<file path="config.mk">
export PLATFORM = sky130hd
export DESIGN_NAME = fixed_slot_pool_allocator_core
export DESIGN_NICKNAME = d
export VERILOG_FILES = /design/src/rtl/fspa_pkg.sv /design/src/rtl/fspa_ram.sv /design/src/rtl/fixed_slot_pool_allocator_core.sv
export SDC_FILE = /design/constraint.sdc
export NUM_CORES = 1
export LEC_CHECK = 0
export ABC_AREA = 1
export BUFFER_PORTS_ARGS = -buffer_cell sky130_fd_sc_hd__clkbuf_2
export CORE_UTILIZATION = 40
export DETAILED_ROUTE_END_ITERATION = 7
export GPL_ROUTABILITY_DRIVEN = 0
export PLACE_DENSITY_LB_ADDON = 0.25
export SLEW_MARGIN = 15
export SYNTH_ARGS = -nofsm -noshare
export SYNTH_HDL_FRONTEND = slang
export SYNTH_HIERARCHICAL = 1
export SYNTH_SLANG_ARGS = --single-unit
</file>
<file path="constraint.sdc">
create_clock -name clk -period 4.5 [get_ports clk]
set_input_delay 0.9 -clock clk [delete_from_list [all_inputs] [get_ports clk]]
set_output_delay 0.9 -clock clk [all_outputs]
set_load 0.005 [all_outputs]
</file>
<file path="src/rtl/fspa_pkg.sv">
package fspa_pkg;

  typedef enum logic [1:0] {
    FUNC_GET   = 2'd0,
    FUNC_FREE  = 2'd1,
    FUNC_RESET = 2'd2,
    FUNC_NOP   = 2'd3
  } func_t;

  typedef enum logic [1:0] {
    ST_OK     = 2'd0,
    ST_EMPTY  = 2'd1,
    ST_DOUBLE = 2'd2,
    ST_RANGE  = 2'd3
  } status_t;

endpackage

</file>
<file path="src/rtl/fspa_ram.sv">
module fspa_ram #(
  parameter int WIDTH = 6,
  parameter int DEPTH = 64,
  localparam int AW = (DEPTH > 1) ? $clog2(DEPTH) : 1
) (
  input  logic             clk,
  input  logic             we,
  input  logic [AW-1:0]    waddr,
  input  logic [WIDTH-1:0] wdata,
  input  logic [AW-1:0]    raddr,
  output logic [WIDTH-1:0] rdata
);

  logic [WIDTH-1:0] mem [DEPTH];
  logic [WIDTH-1:0] rdata_r;

  always_ff @(posedge clk) begin
    if (we) begin
      mem[waddr] <= wdata;
    end
    rdata_r <= mem[raddr];
  end

  assign rdata = rdata_r;

endmodule

</file>
<file path="src/rtl/fixed_slot_pool_allocator_core.sv">
// out_valid follows start in the next cycle; the grant is read from the free-list RAM.
// Throughput: one beat per clock, every clock; busy stays low.
// The receiver cannot stall: each result is shown for exactly one cycle.
// Reset (rst_n low, synchronous): all slots free, list 0..SLOTS-1 in order, active_slots
// = SLOTS, in-use count zero. A cfg write does so with active_slots = cfg_wdata clamped.
module fixed_slot_pool_allocator_core
  import fspa_pkg::*;
#(
  parameter int SLOTS = 64,
  localparam int SW = (SLOTS > 1) ? $clog2(SLOTS) : 1,
  localparam int CW = $clog2(SLOTS + 1)
) (
  input  logic          clk,
  input  logic          rst_n,
  input  logic          start,
  output logic          busy,
  input  logic [1:0]    in_func,
  input  logic [SW-1:0] in_slot,
  output logic          out_valid,
  output logic [SW-1:0] out_granted_slot,
  output logic [1:0]    out_status,
  output logic [CW-1:0] out_in_use_count,
  input  logic          cfg_we,
  input  logic [CW-1:0] cfg_wdata
);

  logic [CW-1:0]    active_r, active_nxt;
  logic [CW-1:0]    free_cnt_r, free_cnt_nxt;
  logic [CW-1:0]    used_r, used_nxt;
  logic [SW-1:0]    rp_r, rp_nxt;
  logic [SW-1:0]    wp_r, wp_nxt;
  logic [SLOTS-1:0] vld_r, vld_nxt;
  logic [SLOTS-1:0] inuse_r, inuse_nxt;
  logic             out_valid_r;
  logic             get_ok_r, get_ok_nxt;
  logic             vld_rd_r;
  logic [SW-1:0]    rd_idx_r;
  status_t          status_r, status_nxt;

  logic             ram_we;
  logic [SW-1:0]    ram_rdata;
  logic [SW-1:0]    grant_val;
  logic [SLOTS-1:0] inuse_eff;
  logic             slot_inuse;
  logic             range_bad;
  logic [CW-1:0]    cfg_clamped;
  func_t            func;

  fspa_ram #(
    .WIDTH (SW),
    .DEPTH (SLOTS)
  ) u_free_ram (
    .clk   (clk),
    .we    (ram_we),
    .waddr (wp_r),
    .wdata (in_slot),
    .raddr (rp_r),
    .rdata (ram_rdata)
  );

  function automatic logic [SW-1:0] ptr_inc(input logic [SW-1:0] p);
    ptr_inc = (p == SW'(SLOTS - 1)) ? '0 : p + 1'b1;
  endfunction

  function automatic logic [SW-1:0] wp_start(input logic [CW-1:0] a);
    wp_start = (a == CW'(SLOTS)) ? '0 : a[SW-1:0];
  endfunction

  assign func      = func_t'(in_func);
  assign grant_val = vld_rd_r ? ram_rdata : rd_idx_r;
  assign range_bad = CW'(in_slot) >= active_r;

  always_comb begin
    cfg_clamped = cfg_wdata;
    if (cfg_wdata == '0) begin
      cfg_clamped = CW'(1);
    end else if (cfg_wdata > CW'(SLOTS)) begin
      cfg_clamped = CW'(SLOTS);
    end
  end

  // commit the slot granted by the previous beat
  always_comb begin
    inuse_eff = inuse_r;
    if (get_ok_r) begin
      inuse_eff[grant_val] = 1'b1;
    end
  end

  assign slot_inuse = inuse_eff[in_slot];

  always_comb begin
    active_nxt   = active_r;
    free_cnt_nxt = free_cnt_r;
    used_nxt     = used_r;
    rp_nxt       = rp_r;
    wp_nxt       = wp_r;
    vld_nxt      = vld_r;
    inuse_nxt    = inuse_eff;
    get_ok_nxt   = 1'b0;
    status_nxt   = ST_OK;
    ram_we       = 1'b0;
    if (cfg_we) begin
      active_nxt   = cfg_clamped;
      free_cnt_nxt = cfg_clamped;
      used_nxt     = '0;
      rp_nxt       = '0;
      wp_nxt       = wp_start(cfg_clamped);
      vld_nxt      = '0;
      inuse_nxt    = '0;
    end else if (start) begin
      case (func)
        FUNC_GET: begin
          if (free_cnt_r == '0) begin
            status_nxt = ST_EMPTY;
          end else begin
            get_ok_nxt   = 1'b1;
            rp_nxt       = ptr_inc(rp_r);
            free_cnt_nxt = free_cnt_r - 1'b1;
            used_nxt     = used_r + 1'b1;
          end
        end
        FUNC_FREE: begin
          if (range_bad) begin
            status_nxt = ST_RANGE;
          end else if (!slot_inuse) begin
            status_nxt = ST_DOUBLE;
          end else begin
            ram_we             = 1'b1;
            vld_nxt[wp_r]      = 1'b1;
            wp_nxt             = ptr_inc(wp_r);
            free_cnt_nxt       = free_cnt_r + 1'b1;
            inuse_nxt[in_slot] = 1'b0;
            if (used_r != '0) begin
              used_nxt = used_r - 1'b1;
            end
          end
        end
        FUNC_RESET: begin
          free_cnt_nxt = active_r;
          used_nxt     = '0;
          rp_nxt       = '0;
          wp_nxt       = wp_start(active_r);
          vld_nxt      = '0;
          inuse_nxt    = '0;
        end
        default: begin
        end
      endcase
    end
  end

  always_ff @(posedge clk) begin
    if (!rst_n) begin
      active_r    <= CW'(SLOTS);
      free_cnt_r  <= CW'(SLOTS);
      used_r      <= '0;
      rp_r        <= '0;
      wp_r        <= '0;
      vld_r       <= '0;
      inuse_r     <= '0;
      out_valid_r <= 1'b0;
      get_ok_r    <= 1'b0;
    end else begin
      active_r    <= active_nxt;
      free_cnt_r  <= free_cnt_nxt;
      used_r      <= used_nxt;
      rp_r        <= rp_nxt;
      wp_r        <= wp_nxt;
      vld_r       <= vld_nxt;
      inuse_r     <= inuse_nxt;
      out_valid_r <= start;
      get_ok_r    <= get_ok_nxt;
    end
  end

  always_ff @(posedge clk) begin
    status_r <= status_nxt;
    rd_idx_r <= rp_r;
    vld_rd_r <= vld_r[rp_r];
  end

  assign busy             = 1'b0;
  assign out_valid        = out_valid_r;
  assign out_granted_slot = get_ok_r ? grant_val : '0;
  assign out_status       = status_r;
  assign out_in_use_count = used_r;

endmodule

</file>
==> impl_results.md <==
- Status: finished clean
- Clk root buf: clkbuf_16
- Sw frac: 0.244
- Post-DRT Antenna Nets: 0
- HP Start: vld_r[39]
- Synthesis-to-finish area growth: 11.4%
- CTS max path bufs: 3
- Gr ovfl total: 0
- Crit path arrival time: 4350 ps
- Resized Gates After CTS: 0
- Slew @ Worst Pin: 1100 ps
- Synth warn: 6
- Hold EP: vld_r[39]
- H-Tree Depth: 2
- Leakage: 10.8 nW
- Final Setup Violations: 0
- Post-synth EDFFs: 384
- Hold depth: 2
- Row count: 94
- Slack of the worst reg-to-reg path: 430 ps
- Placed Cells: 3880
- Hpwl dp: 48.1 mm
- Total of max-cap violations: 0
- Post-CTS Setup Bufs: 0
- Internal: 8.48 mW
- Diode count: 0
- Post-route DRC: 0
- Sequential element share of the synthesized area: 0.569
- Tot GR Track Use: 0.225
- # nets final: 3118
- Initial drt markers: 2167
- Seq pwr share: 0.498
- Period utilization: 0.905
- Synth Register Bits: 562
- FMAX: 246 MHz
- HP Class: register to register
- Pin count of the biggest net entering global routing: 211
- Vias in the first global route: 20550
- Global-route wire length before repair: 118 mm
- Port Buf Inserts: 34
- Slowest stage delay, CP: 580 ps
- RSZ-0062 raised after global routing: false
- Hold violation count in the final report: 0
- # IOs: 36
- Clk Latency, worst-skew pair: 650 ps
- Die area: 67400 µm²
- Crit path required time: 4780 ps
- Yosys cell types: 41
- DR vias: 22015
- Psw: 2.74 mW
- CTS Buf Count: 58
- Wirelength per Cell: 19.4 µm
- Worst reg2reg path startpoint: vld_rd_r
- Initial antenna violation count: 4
- Avg Synthesized Cell Area: 8.57 µm²
- Hold Buf Count CTS: 0
- Worst setup EP type: register
- Startpoint Class: register
- Slew Viols, Final: 0
- Tmin final: 4070 ps
- CTS Sinks: 562
- Most common cell after layout, fill and taps aside: nand2_1
- Die width: 260 µm
- Yosys top cell by area: edfxtp_1
- Layout cells sized above 1: 0.0771
- Max VDD drop: 0.325 mV
- Top_reg_cell synth: edfxtp_1
- Critical Path Fanout Max: 12
- Synth top area cells: edfxtp_1 43%, nand2_1 14%, dfxtp_1 13%
- Wirelength, routed: 77.2 mm
- Pwr per Cell Area: 380 nW/µm²
- Gate power share: 0.070
- Most frequent cells in the layout: 999 x nand2_1, 384 x edfxtp_1, 363 x nand3_1, 313 x a21oi_1, 199 x nor2_1
- Die height: 260 µm
- FF-to-FF End: u_free_ram/mem[15][1]
- Setup Crit Path Kind: register to register
- Clock Pin Slew Worst Setup and Hold Paths: 60 ps
- Post-Layout Cell Count: 3990
- Synth top area share: 0.435
- Clock power frac: 0.432
- Initial core utilization: 0.403
- Cell area after synthesis: 26500 µm²
- Post-synth ARST share: 0
- Setup TNS: 0 ps
- CP max-delay cell: dfxtp_1
- Vias/cell: 5.52
- Mapped Nets: 3138
- Clk_skew: 56.2 ps
- Crit path top cell by count: nand2_1
- CTS tree: yes
- DR pass1 iterations: 6
- Max_slew headroom: 0.264
- Worst reg2reg path depth: 20
- Total core area: 65700 µm²
- Critical-path cell list: inv_2 > nand2_1 > nand2_1 > nor2_2 > nand2_1 > o21bai_1 > nand2_1 > nand2_1 > nor2_1 > nand2_1 > nand2_1 > nand2_1 > nor2_2 > nand2_1 > nand2_1 > nor3_1 > buf_4 > nand4_1 > buf_4 > nor2_1
- Cells after Synth: 3096
==> worst max-delay path, delay by kind of cell (launching register included) <==
family | cells | cell delay, ps
and+or+nand+nor | 16 | 2160
AOI/OAI and AO/OA | 1 | 280
buffers and inverters | 3 | 690
DFF | 1 | 580
==> power groups by stage <==
stage	Clock (mW)	Combinational (mW)	Sequential [mW]
after floorplan	0	0.498	5.66
after global placement	0	0.767	5.70
after detailed placement	0	0.774	5.70
after CTS	4.94	0.776	5.59
after global routing	5.11	0.861	5.59
final	4.85	0.785	5.59
==> synthesized netlist by cell type, types with 6 or more instances <==
library cell / count
clkinv_1: 6
nor2_1: 201
clkbuf_1: 91
buf_2: 63
o21bai_1: 34
buf_1: 12
edfxtp_1: 384
nor3_1: 32
inv_1: 148
nand3_1: 364
inv_2: 7
ha_1: 21
nand4_1: 90
o22ai_1: 8
o21ai_0: 61
a21oi_1: 313
buf_4: 24
nor4_1: 12
nand2_1: 1002
a221oi_1: 6
dfxtp_1: 178
==> registers in the layout, indices dropped and copies added, names as in the netlist, 2 cells and up <==
register          flops
u_free_ram/mem      384
inuse_r              64
vld_r                64
active_r              7
free_cnt_r            7
out_in_use_count      7
rd_idx_r              6
rp_r                  6
u_free_ram/rdata      6
wp_r                  6
out_status            2
==> layer usage <==
| metal | wire length (µm) | vias up | share of wire | global-route usage |
|---|---|---|---|---|
| li1 | - | 10522 | - | - |
| met5 | 0 | - | 0 | 0 |
| met3 | 5730 | 138 | 0.074 | 0.0306 |
| met2 | 35900 | 903 | 0.47 | 0.360 |
| met4 | 2430 | 0 | 0.031 | 0.0794 |
| met1 | 33100 | 10452 | 0.43 | 0.310 |
==> worst max-delay path by stage <==
stage	startpoint	to	slack, ps	cells past startpoint
6_report	vld_rd_r	u_free_ram/mem[15][1]	430	20
5_1_grt	vld_rd_r	u_free_ram/mem[15][0]	130	20
4_1_cts	vld_rd_r	u_free_ram/mem[15][1]	500	20
3_5_place_dp	in_slot[2]	u_free_ram/mem[15][1]	390	18
3_3_place_gp	in_slot[2]	u_free_ram/mem[47][0]	420	18
2_1_floorplan	in_slot[1]	u_free_ram/mem[48][0]	560	16
==> per-stage QoR <==
stage	setup slack [ps]	hold WS [ps]	cell area [µm²]	power (mW)	utilization
finish	430	459	29500	11.2	0.449
global route	125	472	29500	11.6	0.449
CTS	500	462	29500	11.3	0.449
detailed placement	389	452	27600	6.47	0.420
global placement	419	448	27600	6.46	0.419
floorplan	556	363	26500	6.16	-
==> cells by family (layout without fill, tap and decap cells) <==
kind of cell | count (synthesis) | after routing | share of synthesized area
AOI/OAI and AO/OA | 445 | 445 | 0.0907
xor gates and xnor gates | 3 | 3 | 0.000991
adders and majority gates | 23 | 23 | 0.0114
buffers and inverters | 352 | 382 | 0.0565
DFF | 562 | 562 | 0.569
other | 1 | 1 | 0.000141
and+or+nand+nor | 1710 | 1710 | 0.271
==> final cells by class <==
cell class	instances	area [µm²]
fillers	6319	36200
flip-flops and latches	562	15100
multi-input cells	2182	10000
clock buffers	66	1490
well taps	864	1080
repair buffers	111	786
inverters	161	607
clock inverters	44	459
Power figures use the tool's default switching activity.
